===== config.mk =====
export PLATFORM = sky130hd
export DESIGN_NAME = pbhd_ram
export DESIGN_NICKNAME = d
export VERILOG_FILES = /design/src/hw/rtl/pbhd_ram.sv
export SDC_FILE = /design/constraint.sdc
export NUM_CORES = 2
export LEC_CHECK = 0
export ABC_CLOCK_PERIOD_IN_PS = 3500
export BUFFER_PORTS_ARGS = -buffer_cell sky130_fd_sc_hd__buf_2
export CAP_MARGIN = 40
export CORE_AREA = 3 3 636 638
export DETAILED_ROUTE_END_ITERATION = 6
export DIE_AREA = 0 0 639 641
export PLACE_DENSITY_LB_ADDON = 0.25
export SLEW_MARGIN = 5
export SYNTH_ARGS = -nofsm -noshare
export SYNTH_HDL_FRONTEND = slang
export SYNTH_MEMORY_MAX_BITS = 65536
export SYNTH_SLANG_ARGS = --single-unit

===== constraint.sdc =====
create_clock -name clock -period 3.5 [get_ports clock]
set_clock_uncertainty 0.2 [all_clocks]
set_input_delay 0.7 -clock clock [delete_from_list [all_inputs] [get_ports clock]]
set_output_delay 0.7 -clock clock [all_outputs]
set_load 0.005 [all_outputs]

===== src/hw/rtl/pbhd_ram.sv =====
// ----------------------------------------------------------------------------
// pbhd_ram
// Generic simple dual-port RAM, registered read, write-first on collision.
// ----------------------------------------------------------------------------
module pbhd_ram #(
   parameter int WIDTH = 9,
   parameter int DEPTH = 512
) (
   input  logic                     clock,
   input  logic                     wr_en,
   input  logic [$clog2(DEPTH)-1:0] wr_addr,
   input  logic [WIDTH-1:0]         wr_data,
   input  logic [$clog2(DEPTH)-1:0] rd_addr,
   output logic [WIDTH-1:0]         rd_data
);

   logic [WIDTH-1:0] mem_ff [DEPTH];
   logic [WIDTH-1:0] rd_data_ff;

   always_ff @(posedge clock) begin
      if (wr_en) begin
         mem_ff[wr_addr] <= wr_data;
      end
      if (wr_en && (wr_addr == rd_addr)) begin
         rd_data_ff <= wr_data;
      end else begin
         rd_data_ff <= mem_ff[rd_addr];
      end
   end

   assign rd_data = rd_data_ff;

endmodule


# Yosys cells after proc, flatten, opt, wreduce, memory -nomap -nowiden
# Memories as Yosys holds them, arrays and structs flattened. A register that Yosys moved wholly into a read port is not among the register bits.
# Index checks and enable logic that the tools add are counted.
[totals] romBits=0 elab_cells=3 latchBits=0 output_inout_bits=9 regBits=0 in_bits=29 memories=1 ram_bits=4608
[op_classes] mux=2 n_shift=0 n_mul=0 eq_ne=0 n_div=0 n_lt_le_gt_ge=0 n_bitwise=0 n_reduce_logical=0 n_addsub=0
[memory_table] name="mem_ff" depth=512 width=9 read_ports=1 rd_ports_with_merged_regs=1 wr=1 line="17" text="logic [WIDTH-1:0] mem_ff [DEPTH];"
[op_table] op="$mux W1" count=2

# Longest topological paths before layout
[logic_depth] depth_word=2 mapped_depth=13 mapped_depth_nobuf=7

# Worst setup path after synthesis
# No wires, ideal clock.
[synth_path] kind="reg-to-output" start="reg with a tool-made name" end="out rd_data[0]" required_ns=2.600 path_stages_with_launch=10 n_path_buf=4 arrival_time_ns=2.258 slack_ns=0.342 path_cell_list="dfxtp_1 -> buf_6 -> buf_12 -> buf_12 -> buf_4 -> mux4_2 -> mux4_2 -> o21ai_1 -> o21ai_1 -> and4bb_1"
[synth_lines] element="end, declared" line="14" text="output logic [WIDTH-1:0] rd_data"

==> results.cfg <==
[synthesis]
ys_types = 51
synth-edff-count = 4608
synth_top_cell_area_share_pct = 77.0
syn_nets = 8917
synthArstFlopShare_pct = 0
yosysSeqAreaShare_pct = 77.1
synth.top_cells.by_count = edfxtp_1 (4,608), mux2i_1 (879), mux4_2 (747)
synth-main-ff-cell = edfxtp_1
synth_top_area_cell = edfxtp_1
syn_avg_cell_area_sq_um = 20.2
syn_area_sq_mm = 0.180
synth_seq_cells = 4617
synth_area_leaders = edfxtp_1 (77%), mux4_2 (9.4%), mux2i_1 (4.9%)
synth.most_common_cell = edfxtp_1
netlist_instances = 8888
yosysWarnings = 0

[hold_path]
worst_hold_startpoint = rd_addr[4]
whs_path_depth = 2
hold_class = input port to flop

[route]
drt-total-wl_microns = 496000
drt-initial-drc-count = 11400
antenna_left = 0
drc = 0
dr.pass1.iters = 6
wl_per_cell_microns = 30.8
num_vias = 96100
vias_per_cell = 5.96

[sta]
fin_crit_ps = 5500
holdWs_ps = 249
finalWorstSetupSlack_ps = -2000
hold_viol_final = 0
worst_pin_slew_ps = 937
rsz0062_at_grt = yes
setup_viol = 9
clock.fmax_mhz = 182
slew_headroom_pct = 37.3
fin_tns_setup_ps = -16820
slew_viol_final = 0
finalCritPeriodShare_pct = 157

[place]
finalWeightedCongestion = 0.886
postPlaceCellArea_sq_mm = 0.197
hpwl_microns = 317000
io_buffer_count = 37
dpl_worst_slack_ps = -1130
dpl.cell_count = 15100

[cells_and_area]
drive_gt1_share_pct = 30.1
final_area_sq_mm = 0.215
largest_register_ffs = 4608
syn2layout_area_growth_pct = 19.8
layout.cells.non_filler = 16100
top_register = mem_ff
largestRegisters = mem_ff x4608
nets = 10500

[power]
swShare_pct = 21.7
p_int_uw = 90600
power.density_mw_per_mm2 = 538
ir_worst_vdd_v = 0.000480
total_leakage_power_uw = 0.0711
clockPowerShare_pct = 41.3
power_switching_uw = 25100
seqPwrFrac_pct = 52.6
power_frac_comb_pct = 6.1

[floorplan]
start_util_pct = 45.0
boundaryPins = 38
core-area_sq_mm = 0.399
num_rows = 232
die_y_microns = 641
die_w_microns = 639
die-area_sq_mm = 0.410

[clocking]
cts.clk_slew.worst_paths_ps = 70
cts_buffers = 461
cts-root-buf = clkbuf_16
htreeDepth = 5
tritoncts = yes
clockBufferDepth = 4
cts.sinks = 4617

[grt]
first_global_vias = 97000
antenna_found_initial = 34
grt_usage_pct = 23.9
grt_overflow = 0
grt_pass1_wl_microns = 708000
grt_max_degree = 125

[worst_setup_path]
crit_arrival_ps = 4600
slowest_stage = nand4_1
slowest_delay_ps = 400
crit_chain = or2_4 -> buf_16 -> buf_16 -> clkbuf_16 -> buf_4 -> o221ai_2 -> a21oi_1 -> nor4_1 -> nand4_1 -> nand4_1 -> buf_6 -> and4bb_4 -> buf_2
critPathCaptureType = output pin
crit_path_start_kind = flop
required_ps = 2600
crit_fanout = 8
path_class = flop to output pin

[flow_run]
drv_cap = 0

[status]
status = finished, violations left
violations = negative setup slack
kinds of logic after synthesis:
family,Yosys count,share of synthesized area (%)
AO/OA/AOI/OAI,1102,4.30
AND/OR/NAND/NOR,960,2.34
multiplexers,1643,14.4
buffers and inverters,566,1.85
flip-flops,4617,77.1
power by group through the flow:
stage                     Combinational [uW]  Sequential, uW  Clock (uW)
after floorplan                         2930           62100           0
after detailed placement                6550           62100           0
after global placement                  6470           62100           0
after CTS                               6960           60900       48400
after global routing                    7360           60900       50600
final                                   7070           60900       47800
placed cells by master (no fill, tap or decap), drive strengths merged, types with 3 or more instances in the layout:
master,instances
clkinvlp,17
o221ai,431
o22ai,192
dfxtp,9
bufinv,36
edfxtp,4608
and4bb,8
dlygate4sd3,18
clkbuf,570
nor2,601
mux2,17
nand3,25
a21oi,217
nand2,125
nor3b,5
and3,9
a31oi,13
mux4,747
nand2b,4
or3,3
inv,17
a22oi,51
nor3,47
nand4,66
nor4,28
diode,30
clkinv,204
and4,8
a221o,8
o21ai,145
o31ai,19
mux2i,879
o22a,8
and2,17
buf,1644
nor2b,7
bufbuf,5
a211oi,15
final cells by class:
class | instances | area (sq um)
Fill cell | 30400 | 184000
Sequential cell | 4617 | 139000
Multi-Input combinational cell | 3705 | 39000
Timing Repair Buffer | 1671 | 16400
Clock buffer | 566 | 12000
Tap cell | 5265 | 6590
Clock inverter | 270 | 2560
Antenna cell | 30 | 75.1
Inverter | 4 | 27.5
routing by layer:
layer	share of wire [%]	track usage, %	vias to the layer above
li1	-	-	40400
met1	40	32.7	50700
met2	48	38.7	4156
met3	8.1	4.34	828
met4	3.8	8.36	12
met5	0.017	0	-
metrics by stage:
stage	utilization, %	power [uW]
final	53.9	116000
after floorplan	-	65000
after global routing	53.9	119000
after global placement	49.4	68500
after detailed placement	49.4	68600
after CTS	53.7	116000
worst max-delay path by stage:
stage,start,end,slack [ps]
after floorplan,flop,rd_data[0],340
after global placement,flop,rd_data[8],-1110
after detailed placement,flop,rd_data[6],-1130
after CTS,flop,rd_data[6],-1880
after global routing,flop,rd_data[0],-2010
final,flop,rd_data[1],-2000
what timing repair did:
action / CTS / global route
hold buffers: 18 / 0
gates resized for setup: 266 / 73
gates cloned: 19 / 4
pin swaps: 66 / 35
setup endpoints to repair: 9 / 9
endpoints found under the hold margin: 184 / 0
buffers inserted: 77 / 28
worst max-delay path, delay by kind of cell, from the launching register on:
| family | cells | cell delay [ps] |
|---|---|---|
| and+or+nand+nor | 5 | 1660 |
| buffers and inverters | 6 | 1130 |
| AOI/OAI and AO/OA | 2 | 400 |
| DFF | 1 | 380 |
(Power assumes the default switching activity.)
