[src/hw/rtl/pbhd_pkg.sv]
// ----------------------------------------------------------------------------
// pbhd_pkg
// Shared types and constants for the pre-order Huffman bit decoder.
// ----------------------------------------------------------------------------
package pbhd_pkg;

   // node numbering: leaves 0..255, internal nodes 256..510
   localparam int NODE_W    = 9;
   localparam int SYM_W     = 8;
   localparam int COUNT_W   = 24;
   localparam int LINK_AW   = 9;
   localparam int LEAF_CW   = 3;

   localparam logic [NODE_W-1:0]  NODE_FIRST    = 9'd256;
   localparam logic [NODE_W-1:0]  NODE_LIMIT    = 9'd511;
   localparam logic [SYM_W-1:0]   OVERFLOW_LEAF = 8'hFF;
   localparam logic [LEAF_CW-1:0] LEAF_LAST_BIT = 3'd7;

   // configuration port
   localparam int CSR_IDX_W  = 1;
   localparam int CSR_DATA_W = 24;
   localparam logic [CSR_IDX_W-1:0] CSR_SYMBOL_COUNT = 1'd0;
   localparam logic [CSR_IDX_W-1:0] CSR_INVERT_BITS  = 1'd1;

   // result queue
   localparam int RSPQ_DEPTH = 3;
   localparam int RSPQ_CW    = 2;

   typedef struct packed {
      logic code_bit;
      logic stream_start;
   } req_word_type;

   typedef struct packed {
      logic [SYM_W-1:0] symbol;
      logic             last;
   } rsp_word_type;

   // open tree node on the pending stack
   typedef struct packed {
      logic             side;
      logic [SYM_W-1:0] offset;
   } stack_entry_type;

   typedef enum logic [1:0] {
      PH_MARK = 2'd0,
      PH_LEAF = 2'd1,
      PH_WALK = 2'd2
   } phase_type;

endpackage

[src/hw/rtl/pbhd_rsp_queue.sv]
// ----------------------------------------------------------------------------
// pbhd_rsp_queue
// Three-word result queue; head entry is the output register.
// ----------------------------------------------------------------------------
module pbhd_rsp_queue (
   input  logic                   clock,
   input  logic                   reset,
   input  logic                   push_valid,
   input  pbhd_pkg::rsp_word_type push_word,
   input  logic                   pop_ready,
   output logic                   rsp_valid,
   output pbhd_pkg::rsp_word_type rsp_word,
   output logic [pbhd_pkg::RSPQ_CW-1:0] fill
);
   import pbhd_pkg::*;

   rsp_word_type       entry_ff [RSPQ_DEPTH];
   rsp_word_type       entry_in [RSPQ_DEPTH];
   logic [RSPQ_CW-1:0] count_ff;
   logic [RSPQ_CW-1:0] count_in;
   logic [RSPQ_CW-1:0] wr_idx;
   logic               pop;

   always_comb begin
      pop      = pop_ready && (count_ff != '0);
      entry_in = entry_ff;
      if (pop) begin
         for (int i = 0; i < RSPQ_DEPTH - 1; i++) begin
            entry_in[i] = entry_ff[i+1];
         end
      end
      wr_idx = count_ff - RSPQ_CW'(pop);
      if (push_valid && (wr_idx < RSPQ_CW'(RSPQ_DEPTH))) begin
         entry_in[wr_idx] = push_word;
      end
      count_in = count_ff - RSPQ_CW'(pop) + RSPQ_CW'(push_valid);
   end

   always_ff @(posedge clock) begin
      if (reset) begin
         count_ff <= '0;
      end else begin
         count_ff <= count_in;
      end
   end

   always_ff @(posedge clock) begin
      entry_ff <= entry_in;
   end

   assign rsp_valid = (count_ff != '0);
   assign rsp_word  = entry_ff[0];
   assign fill      = count_ff;

endmodule

[config.mk]
export PLATFORM = sky130hd
export DESIGN_NAME = pbhd_rsp_queue
export DESIGN_NICKNAME = d
export VERILOG_FILES = /design/src/hw/rtl/pbhd_pkg.sv /design/src/hw/rtl/pbhd_rsp_queue.sv
export SDC_FILE = /design/constraint.sdc
export NUM_CORES = 1
export LEC_CHECK = 0
export BUFFER_PORTS_ARGS = -buffer_cell sky130_fd_sc_hd__buf_2
export CAP_MARGIN = 20
export CORE_MARGIN = 2
export CORE_UTILIZATION = 49
export DETAILED_ROUTE_END_ITERATION = 7
export HOLD_SLACK_MARGIN = 0.15
export PLACE_DENSITY = 0.7
export SYNTH_ARGS = -nofsm -noshare
export SYNTH_HDL_FRONTEND = slang
export SYNTH_SLANG_ARGS = --single-unit
[constraint.sdc]
create_clock -name clock -period 1.6 [get_ports clock]
set_input_delay 0.16 -clock clock [delete_from_list [all_inputs] [get_ports clock]]
set_output_delay 0.16 -clock clock [all_outputs]
set_load 0.01 [all_outputs]
# After elaboration in Yosys (flattened, before gate mapping)
# Index checks and enable logic that the tools add are counted.
dict set report word_totals {
  ff_bits 29
  in_bits 13
  out_inout_bits 12
  elab_cells 22
}
dict set report classes {
  mux 5
  reduce_logical 4
  n_bitwise 1
  n_addsub 2
  order_cmp 3
}
# cell count
set op_table {}
lappend op_table {{$bwmux 27} 1}
lappend op_table {{$mux 27} 1}
lappend op_table {{$demux 9 s2} 1}
lappend op_table {{$mux 18} 1}
lappend op_table {{$mux 9} 1}
lappend op_table {{$ge 3x3->1 const B} 1}
lappend op_table {{$logic_and 1x1->1} 3}
lappend op_table {{$lt 3x1->1 const B} 1}
lappend op_table {{$not 2->3} 1}
lappend op_table {{$add 2x1->2} 1}
lappend op_table {{$lt 2x2->1 const B} 1}
lappend op_table {{$reduce_bool 2->1} 1}
lappend op_table {{$sub 2x1->2} 1}

# Longest topological paths before layout
# Gate-level depths: netlist of the first run.
dict set report depth {
  word_depth 10
  depth_mapped 5
  ltp_nobuf 3
}

# Worst setup path after synthesis of the first run
# No wires, ideal clock.
dict set report synth_timing {
  path_kind {register to register}
  start {reg count_ff[0], in the netlist fill[0]}
  end {reg with a tool-made name}
  t_required_ns 1.213
  period_less_slack_ns 1.680
  arrival_time_ns 1.293
  setup_ns 0.387
  slack_ns -0.080
  n_path_buf 0
  path_stages_with_launch 3
  path_cell_list {dfxtp_1 > nor2_1 > nor3_1}
}
# item line
set synth_rtl {}
lappend synth_rtl {{start, declared} pbhd_rsp_queue.sv:19} ;# logic [RSPQ_CW-1:0] count_ff;
lappend synth_rtl {{start signal, assigned} pbhd_rsp_queue.sv:43} ;# count_ff <= count_in;

==> results list, run 1 <==
- Leading post-synthesis cells by instance count: sky130_fd_sc_hd__mux2_4 (23), sky130_fd_sc_hd__dfxtp_1 (20), sky130_fd_sc_hd__mux2_2 (13)
- Share of the clock period used by the worst path: 93.7%
- First-pass DRT Iterations: 2
- Share of the core filled with cells: 61.4%
- Number of nets produced by synthesis: 110
- Initial Util: 51.3%
- After synthesis, the share of flip-flops with an asynchronous set or reset is 0%.
* Summed negative setup slack over all endpoints: 0 ns
- From bottom edge to top edge, the die measures 57.7 um.
- The number of antenna violations at the first check in global routing is 0.
- After clock tree synthesis, the setup repair step added 0 buffers.
- Wires add up to 2290 um.
- For this design the total switching power over the nets is 442 uW.
* Count of nets left with antenna violations after detail routing: 0
- Setup repair after global routing left no endpoint under its margin.
- STA classifies the critical path startpoint as a register.
- Area contributors post-synth: sky130_fd_sc_hd__dfxtp_1 (28%), sky130_fd_sc_hd__mux2_4 (24%), sky130_fd_sc_hd__edfxtp_1 (19%), sky130_fd_sc_hd__mux2_2 (10%), sky130_fd_sc_hd__buf_4 (4.8%)
- Share of total power in combinational logic: 25.9%
- HPWL reported at the end of detailed placement: 1580 um
* Leftover overflow at the end of global routing: 0
* Number of remaining DRC errors: 0
- The floorplan step defined a die boundary enclosing 3330 um2.
- Synthesis instantiated 24 different standard cells from the library.
- In this run, CTS created clock tree buffers numbering 5.
* Total number of nets in the final design: 146
- TritonCTS built the clock tree.
- For this design the top-level I/O count stands at 25.
- In this run the worst hold path is classified as in2reg.
- Dividing the synthesized area by the synthesized cell count gives 14.6 um2.
* Pwr Density: 1050 nW/um2
- Worst Path Arrival: 1.71 ns
* Post-synth top flop: sky130_fd_sc_hd__dfxtp_1
* Transition time of the tightest slew-check pin: 0.349 ns
* Detailed Route Iter0 Violations: 20
* Overall power consumption: 1790 uW
- Clk root buf: sky130_fd_sc_hd__clkbuf_4
* Count of synthesis-stage warnings from yosys: 0
* Pin count of the biggest net entering global routing: 19
- Among all cell types in the netlist, the one instantiated most often is sky130_fd_sc_hd__mux2_4.
- The final route contains 842 vias.
- In this run the deepest clock path goes through 2 buffers.
- The synthesized netlist occupies a cell area of 1420 um2.
- Share of final-layout standard cells stronger than drive strength 1: 60.4%
- After detailed routing, the number of vias per cell comes to 5.10.
- The worst path needs 1.50 ns of the cycle, external delays included.
- Global routing used 15.8% of the available tracks across all layers.
- Counting the fill cells in the layout gives 231.
- Clk sink count: 29
- Number of enable-type register cells in the synthesized netlist: 9
* Largest clock skew in the final design: 0.00659 ns
- Die extent in x: 57.7 um
* Floorplan core area: 2760 um2
- The count of buffers added on input and output ports is 24.
- Number of hold-slack violations in the final timing report: 0
- The final-report max-slew violation count was 0.
* Status: complete, no violations
- Global placement routability congestion: 0.664
- In this run, the clock network consumes 23.0% of the power.
* Worst Setup Path Type: reg2reg
- In the final layout, the multi-input gates occupy 633 um2.
- The number of global-route vias before repair was 838.
- Number of antenna repair diodes: 0
- In this run switching power makes up 24.7% of total power.
- Sequential cell fraction of total power: 51.1%
* Row Count: 19
- Clk slew on worst S/H paths: 0.08 ns
* Post-synthesis to final-layout area growth: 19.7%
- CTS Hold Buffers Added: 10
- Per-cell routed wire length: 13.9 um
* Number of cells produced by synthesis: 97
* Number of endpoints failing setup at the final stage: 0
- Top-area cell type share of the netlist area: 28.3%
- Static power due to leakage: 0.000779 uW
* Yosys top cell by area: sky130_fd_sc_hd__dfxtp_1
- Headroom to the max-slew limit: 76.1%
* Worst Path Required: 1.82 ns
- Wire length of the first global-routing pass: 3890 um
- The number of gates resized after CTS was 0.
- After synthesis the netlist holds a flip-flop and latch count of 29.
- For the worst-skew pair, the clock arrives at the later sink with an insertion delay of 0.32 ns.
- Along the worst path, the maximum fanout reaches 10.
- Combined flip-flop and latch cell area: 671 um2
* Worst Setup End Kind: register
- Peak Freq: 667 MHz
- The clock tree synthesis step divided the H-tree into 2 levels.
- After synthesis, flip-flops and latches occupy 47.4% of the total area.
- Across the VDD grid, the largest voltage drop is 0.814 mV.
- Max-cap violations in this run came to 0.
* Internal power consumption: 1340 uW
==> power by group through the flow <==
| stage | combinational (uW) | clock [uW] | sequential, uW |
|---|---|---|---|
| finish | 463 | 410 | 913 |
| global placement | 436 | 0 | 923 |
| CTS | 468 | 435 | 915 |
| detailed placement | 447 | 0 | 933 |
| floorplan | 401 | 0 | 918 |
| global route | 500 | 468 | 928 |
==> metrics by stage <==
stage,setup slack (ns),hold WS (ns),std cells,area (um2)
4_1_cts,0.0907,0.202,165,1690
3_3_place_gp,0.136,0.343,147,1540
2_1_floorplan,0.0144,0.237,97,1420
5_1_grt,0.00181,0.222,165,1690
6_report,0.101,0.218,165,1690
3_5_place_dp,0.0992,0.343,147,1540
==> logic make-up after synthesis <==
group / share of synthesized area, %
muxes: 34.7
buffers and inverters: 8.22
AOI/OAI and AO/OA: 4.16
DFF: 47.4
and+or+nand+nor: 5.48
==> worst paths after layout <==
| kind | startpoint | endpoint | slack (ns) | cells after the start |
|---|---|---|---|---|
| worst min-delay path | push_valid | fill[0] | 0.22 | 3 |
| worst max register to register | fill[1] | entry_ff[13] | 0.10 | 4 |
| worst max-delay path | fill[1] | entry_ff[13] | 0.10 | 4 |
| worst min register to register | register | entry_ff[14] | 0.60 | 2 |
==> final cells by class <==
class	instances	share of cell area (%)
clock buffer	6	2.44
clock inverter	2	0.591
inverter	2	0.443
multi-input combinational	53	37.4
sequential	29	39.6
tap	31	2.29
timing repair buffer	42	17.3
==> per-layer routing <==
layer  vias up  wire length (um)  global-route usage (%)
li1        419                 -                       -
met1       395               978                    18.2
met2        20              1150                    26.1
met3         8               101                    4.02
met4         0                58                    9.97
met5         -                 0                       0
==> cells in the final DEF, fill, tap and decap left out, drive strengths merged, types with 2 or more instances in the layout <==
cell type and n:
inv 2, buf 32, dlygate4sd3 10, clkbuf 6
edfxtp 9, dfxtp 20, clkinv 2, o21ai 3
nor3 3, mux2 36
==> critical path: stages (launching register included) <==
cell and delay [ns]:
sky130_fd_sc_hd__dfxtp_1 0.41, sky130_fd_sc_hd__and3b_2 0.30, sky130_fd_sc_hd__o21ai_4 0.15, sky130_fd_sc_hd__buf_4 0.19
sky130_fd_sc_hd__mux2_2 0.34
Power figures use the tool's default switching activity.
==> run 2, diff against run 1 <==
--- a/config.mk
+++ b/config.mk
@@ -6,12 +6,11 @@
 export NUM_CORES = 1
 export LEC_CHECK = 0
 export BUFFER_PORTS_ARGS = -buffer_cell sky130_fd_sc_hd__buf_2
-export CAP_MARGIN = 20
 export CORE_MARGIN = 2
-export CORE_UTILIZATION = 49
+export CORE_UTILIZATION = 54
 export DETAILED_ROUTE_END_ITERATION = 7
 export HOLD_SLACK_MARGIN = 0.15
-export PLACE_DENSITY = 0.7
+export PLACE_DENSITY = 0.73
 export SYNTH_ARGS = -nofsm -noshare
 export SYNTH_HDL_FRONTEND = slang
 export SYNTH_SLANG_ARGS = --single-unit
==> constraint.sdc (replaced) <==
create_clock -name clock -period 1.65 [get_ports clock]
set_input_delay 0.165 -clock clock [delete_from_list [all_inputs] [get_ports clock]]
set_output_delay 0.165 -clock clock [all_outputs]
set_load 0.01 [all_outputs]
==> run 2 against run 1 <==
Effect of this change:
- cell count decreased by 3.0%
- total power shrank 3.3%
- sequential power decreased by 3.1%
- clock-buffer cell count unchanged
- non-clock buffer count fell by 4
- register-to-register slack better by 0.02 ns
- wire length decreased by 4.9%
- setup slack better by 0.017 ns
- clock power shrank 3%
- critical endpoint is now entry_ff[9]
==> results list, run 2 (synthesis gave the netlist of run 1 again) <==
* Cts bufs inserted: 5
- Of all nets on the critical path, the largest fanout is 10.
* Row Count: 18
- Worst setup margin: 0.117 ns
- Pin count of the biggest net entering global routing: 19
* Largest clock skew in the final design: 0.00251 ns
- Time the final worst path needs with I/O delays and setup: 1.53 ns
* CTS Hold Buffers Added: 10
- Start of the worst register-to-register path: fill[1]
- In this run the power density over the cells is 1040 nW/um2.
- Number of antenna repair diodes: 0
- Cells fill 67.1% of the core in the end.
- For the pin with the worst max-slew slack, the measured transition is 0.389 ns.
* Headroom to the max-slew limit: 74.0%
- Source-to-sink clock delay at the later pin of the worst-skew pair: 0.32 ns
* All-layer global routing usage: 16.6%
- Maximum capacitance violations: 0
- In the final routed layout, each cell accounts on average for 13.6 um.
- The flow ran to the end, and the final reports show no timing, DRC or antenna violations.
* Total number of nets in the final design: 142
- Count of nets left with antenna violations after detail routing: 0
- For the worst flop-to-flop path, the logic depth is 3.
- In this run the most critical hold path is launched from push_valid.
* Post-CTS setup repair buffer count: 0
- Via count: 820
- For this configuration, the core starts out at a cell density of 57.1%.
- From left edge to right edge, the die measures 55.2 um.
- Die ar.: 3050 um2
- STA puts the critical path data required time at 1.87 ns.
- For this design the top-level I/O count stands at 25.
* Number of remaining DRC errors: 0
* Overall power consumption: 1730 uW
- The HPWL after detailed placement is 1440 um.
- Share of the clock period used by the worst path: 92.9%
- CTS resizes: 0
- For this design the static power due to leakage is 0.000760 uW.
* R2R Setup Slk: 0.12 ns
- Clk slew on worst S/H paths: 0.09 ns
* Global placement routability congestion: 0.672
- Post-synthesis to final-layout area growth: 17.5%
* Highest-count cells in the layout ignoring fill and taps: sky130_fd_sc_hd__buf_2 (24), sky130_fd_sc_hd__mux2_4 (23), sky130_fd_sc_hd__dfxtp_1 (20)
- Detailed Route Iter0 Violations: 2
- The die is 55.2 um tall.
* Worst Setup Path Type: reg2reg
* FF-to-FF End: entry_ff[9]
- Worst hold path class: in2reg
- Final max-slew violation count: 0
- H-tree levels: 2
* Vias in the first global route: 832
* Worst-case setup slack after placement: 0.111 ns
* Filler cells: 218
* Largest buffer count on any clock path: 2
- STA classifies the critical path startpoint as a register.
- Wire length of the first global-routing pass: 3480 um
* First-pass DRT Iterations: 2
* Floorplan core area: 2480 um2
- For this run, the top clock speed supported by timing is 653 MHz.
* Via count normalized by instance count: 5.13
- The number of antenna violations at the first check in global routing was 0.
* Number of hold-slack violations in the final timing report: 0
- The post-route netlist has 59.2% of its cells at a drive strength greater than 1.
- The library cell used most frequently in the layout, excluding fill and tap cells, is sky130_fd_sc_hd__buf_2.
* Summed negative setup slack over all endpoints: 0 ns
- Worst Path Arrival: 1.75 ns
- For this block, the routed nets add up to 2180 um of wire.
* Endpoint of the worst hold path: fill[0]
- The tree is rooted in a sky130_fd_sc_hd__clkbuf_4.
- CTS tree: yes
- Setup violations remaining at the end of the flow were counted as 0.
* Count of input and output buffers: 24
- Setup repair after global routing left no endpoint under its margin.
* Placed instance area: 1510 um2
* Worst hold path depth: 3
* Worst Setup End Kind: register
* Clk sink count: 29
- With fillers left out, the area of the finished cells amounts to 1660 um2.
* Peak supply drop: 0.692 mV
- The total overflow left after global routing is 0.
-- run 2: cell types whose count changed in the layout (fill, tap and decap cells not counted), sizes merged --
cell | previous run | this run
buf | 32 | 28
-- run 2: stage by stage --
stage	hold WS, ns	instances
floorplan	0.242	97
global placement	0.351	142
detailed placement	0.360	142
CTS	0.213	160
global route	0.262	160
finish	0.229	160
-- run 2: critical path, stage by stage (launching register included) --
cell	delay, ns
sky130_fd_sc_hd__dfxtp_1	0.42
sky130_fd_sc_hd__and3b_2	0.29
sky130_fd_sc_hd__o21ai_4	0.34
sky130_fd_sc_hd__mux2_2	0.37
-- run 2: area by class of cell --
class	instances	area, um2	share of cell area (%)
clock buffers	6	41.3	2.48
multi-input cells	53	633	38.1
repair buffers	38	263	15.8
inverters	2	7.51	0.451
well taps	30	37.5	2.26
flip-flops and latches	29	671	40.3
clock inverters	2	10.0	0.602
-- run 2: worst max-delay path by stage --
| stage | start | end | slack [ns] |
|---|---|---|---|
| after floorplan | fill[1] | entry_ff[10] | 0.04 |
| after global placement | fill[1] | entry_ff[9] | 0.14 |
| after global routing | fill[1] | entry_ff[10] | 0.03 |
| final | fill[1] | entry_ff[9] | 0.12 |
| after CTS | fill[1] | entry_ff[17] | 0.1 |
| after detailed placement | fill[1] | entry_ff[9] | 0.11 |
-- run 2: report_power, final --
group	total [uW]	internal (uW)	switching [uW]
combinational	446	301	145
sequential	885	836	49.0
clock	396	162	234
total	1730	1300	428
-- run 2: per-layer routing --
| layer | vias to the layer above | global-route usage [%] | part of all wire (%) |
|---|---|---|---|
| met4 | 0 | 8.54 | 0.18 |
| met2 | 22 | 29.4 | 51 |
| met1 | 388 | 17.8 | 43 |
| li1 | 408 | - | - |
| met5 | - | 0 | 0 |
| met3 | 2 | 4.84 | 5.1 |
==> run 3, diff against run 2 <==
--- a/config.mk
+++ b/config.mk
@@ -10,6 +10,7 @@
 export CORE_UTILIZATION = 54
 export DETAILED_ROUTE_END_ITERATION = 7
 export HOLD_SLACK_MARGIN = 0.15
+export MAX_ROUTING_LAYER = met4
 export PLACE_DENSITY = 0.73
 export SYNTH_ARGS = -nofsm -noshare
 export SYNTH_HDL_FRONTEND = slang
==> run 3 against run 2 <==
Effect of this change:
- clock skew rose by 0.0022 ns
- utilization did not move
- total power rose by 0.12%
- setup slack improved by 0.00084 ns
- register-to-register slack barely moved
- die area did not move
- final area did not move
- sequential power barely moved
- cell count did not move
- combinational power barely moved
- sequential share of layout area did not move
- largest cell class unchanged
==> results list, run 3 (synthesis gave the netlist of run 1 again) <==
- The flow ran to the end, and the final reports show no timing, DRC or antenna violations.
- Entering global routing, the biggest net connects 19 pins.
- The number of hold violations in the final report is 0.
- Summed over all cells, the static leakage comes to 0.000760 uW.
- The floorplan step defined a die boundary enclosing 3050 um2.
* Share of the clock period used by the worst path: 92.8%
- The first global-routing pass estimated 3480 um of wire.
* Leftover overflow at the end of global routing: 0
* Maximum capacitance violations: 0
- Time the final worst path needs with I/O delays and setup: 1.53 ns
* Die height: 55.2 um
- Unrepaired setup endpoints after global routing: false
* CTS tree: yes
* Share of the core filled with cells: 67.1%
- For this run, design rule violations remaining after detail routing come to 0.
* Smallest hold slack: 0.227 ns
- After legalization and detailed placement, the total HPWL measured 1440 um.
- Floorplan core area: 2480 um2
- Final max-slew violation count: 0
- At the worst endpoint, the required time is 1.87 ns.
- The filler cells instantiated in the layout total 218.
* Via count: 815
* Summed negative setup slack over all endpoints: 0 ns
- Gates resized during post-CTS repair numbered 0.
* Total number of nets in the final design: 142
- In this run the power density over the cells is 1040 nW/um2.
- Count of input and output buffers: 24
* Initial Util: 57.1%
- Worst Path Arrival: 1.75 ns
- All-layer global routing usage: 17.1%
- Across the routed clock network, the largest skew measured is 0.00468 ns.
- In this run the horizontal extent of the chip is 55.2 um.
- Clock tree synthesis selected as its root buffer the cell sky130_fd_sc_hd__clkbuf_4.
* Source-to-sink clock delay at the later pin of the worst-skew pair: 0.32 ns
- Clk sink count: 29
* Detailed Route Iter0 Violations: 2
- Cts bufs inserted: 5
- Setup violations remaining at the end of the flow were counted as 0.
- Global placement routability congestion: 0.679
* Worst Setup End Kind: register
* Largest buffer count on any clock path: 2
- For this run, the top clock speed supported by timing is 653 MHz.
- Routed Wire Length: 2180 um
- In the routed layout, each cell is associated on average with a via count of 5.09.
- Initial antenna violation count: 0
- Boundary pin count: 25
* Worst hold path class: in2reg
* Most common library cell in the layout ignoring fill and taps: sky130_fd_sc_hd__buf_2
- Leaving out fill and tap cells, the most frequent cells in the layout are sky130_fd_sc_hd__buf_2 (24), sky130_fd_sc_hd__mux2_4 (23), sky130_fd_sc_hd__dfxtp_1 (20).
- By startpoint and endpoint, the worst setup path is classified as reg2reg.
* Post-synthesis to final-layout area growth: 17.5%
- The repair_antennas step left the layout with diodes totalling 0.
* Per-cell routed wire length: 13.6 um
- For the pin with the worst max-slew slack, the measured transition is 0.394 ns.
- After clock tree synthesis, the clock-pin slew on the worst setup and hold paths is 0.09 ns.
* Count of nets left with antenna violations after detail routing: 0
- Maximum fanout count along the critical path: 10
- The worst-case IR drop observed on VDD is 0.693 mV.
- The worst setup path is launched from a register.
- First-pass DRT Iterations: 4
- The floorplan has 18 rows.
* Share of final-layout standard cells stronger than drive strength 1: 59.2%
* H-tree levels: 2
- Measured against its own limit, the worst slew margin works out to 73.7%.
- The number of global-route vias before repair was 831.
## run 3: cell counts in the layout (fill, tap and decap cells not counted)
Identical to the previous run, type by type.
## run 3: report_power, final
| group | internal, uW | switching [uW] |
|---|---|---|
| clock | 162 | 236 |
| sequential | 836 | 48.9 |
| combinational | 301 | 145 |
| total | 1300 | 430 |
## run 3: worst max-delay path, cell delays in order, from the launching register on
cell	delay, ns
sky130_fd_sc_hd__dfxtp_1	0.42
sky130_fd_sc_hd__and3b_2	0.29
sky130_fd_sc_hd__o21ai_4	0.34
sky130_fd_sc_hd__mux2_2	0.38
## run 3: cell type report
type                    count  area [um2]  share of cell area (%)
clock buffers               6        41.3                    2.48
clock inverters             2        10.0                   0.602
inverters                   2        7.51                   0.451
multi-input cells          53         633                    38.1
flip-flops and latches     29         671                    40.3
well taps                  30        37.5                    2.26
repair buffers             38         263                    15.8
## run 3: worst paths after layout
| check | start | slack, ns | end | depth (start not counted) |
|---|---|---|---|---|
| max | fill[1] | 0.12 | entry_ff[13] | 3 |
| min | push_valid | 0.23 | fill[0] | 3 |
| max reg2reg | fill[1] | 0.12 | entry_ff[13] | 3 |
| min reg2reg | register | 0.61 | entry_ff[17] | 2 |
## run 3: metrics by stage
stage,instance area (um2),cells,power [uW],worst slack (ns)
global placement,1510,142,1310,0.144
CTS,1660,160,1750,0.0985
detailed placement,1510,142,1330,0.111
finish,1660,160,1730,0.118
floorplan,1420,97,1280,0.0395
global route,1660,160,1820,0.0280
## run 3: what timing repair did
action                                 4_1_cts  5_1_grt
hold buffers                                10        0
endpoints found under the hold margin       29        0
setup buffers                                0        0
## run 3: metal layers
metal	global-route usage, %	up-vias	part of all wire, %
met1	18.3	384	43
li1	-	410	-
met2	29.0	21	52
met4	8.54	0	0
met3	4.84	0	5.3
met5	-	-	0
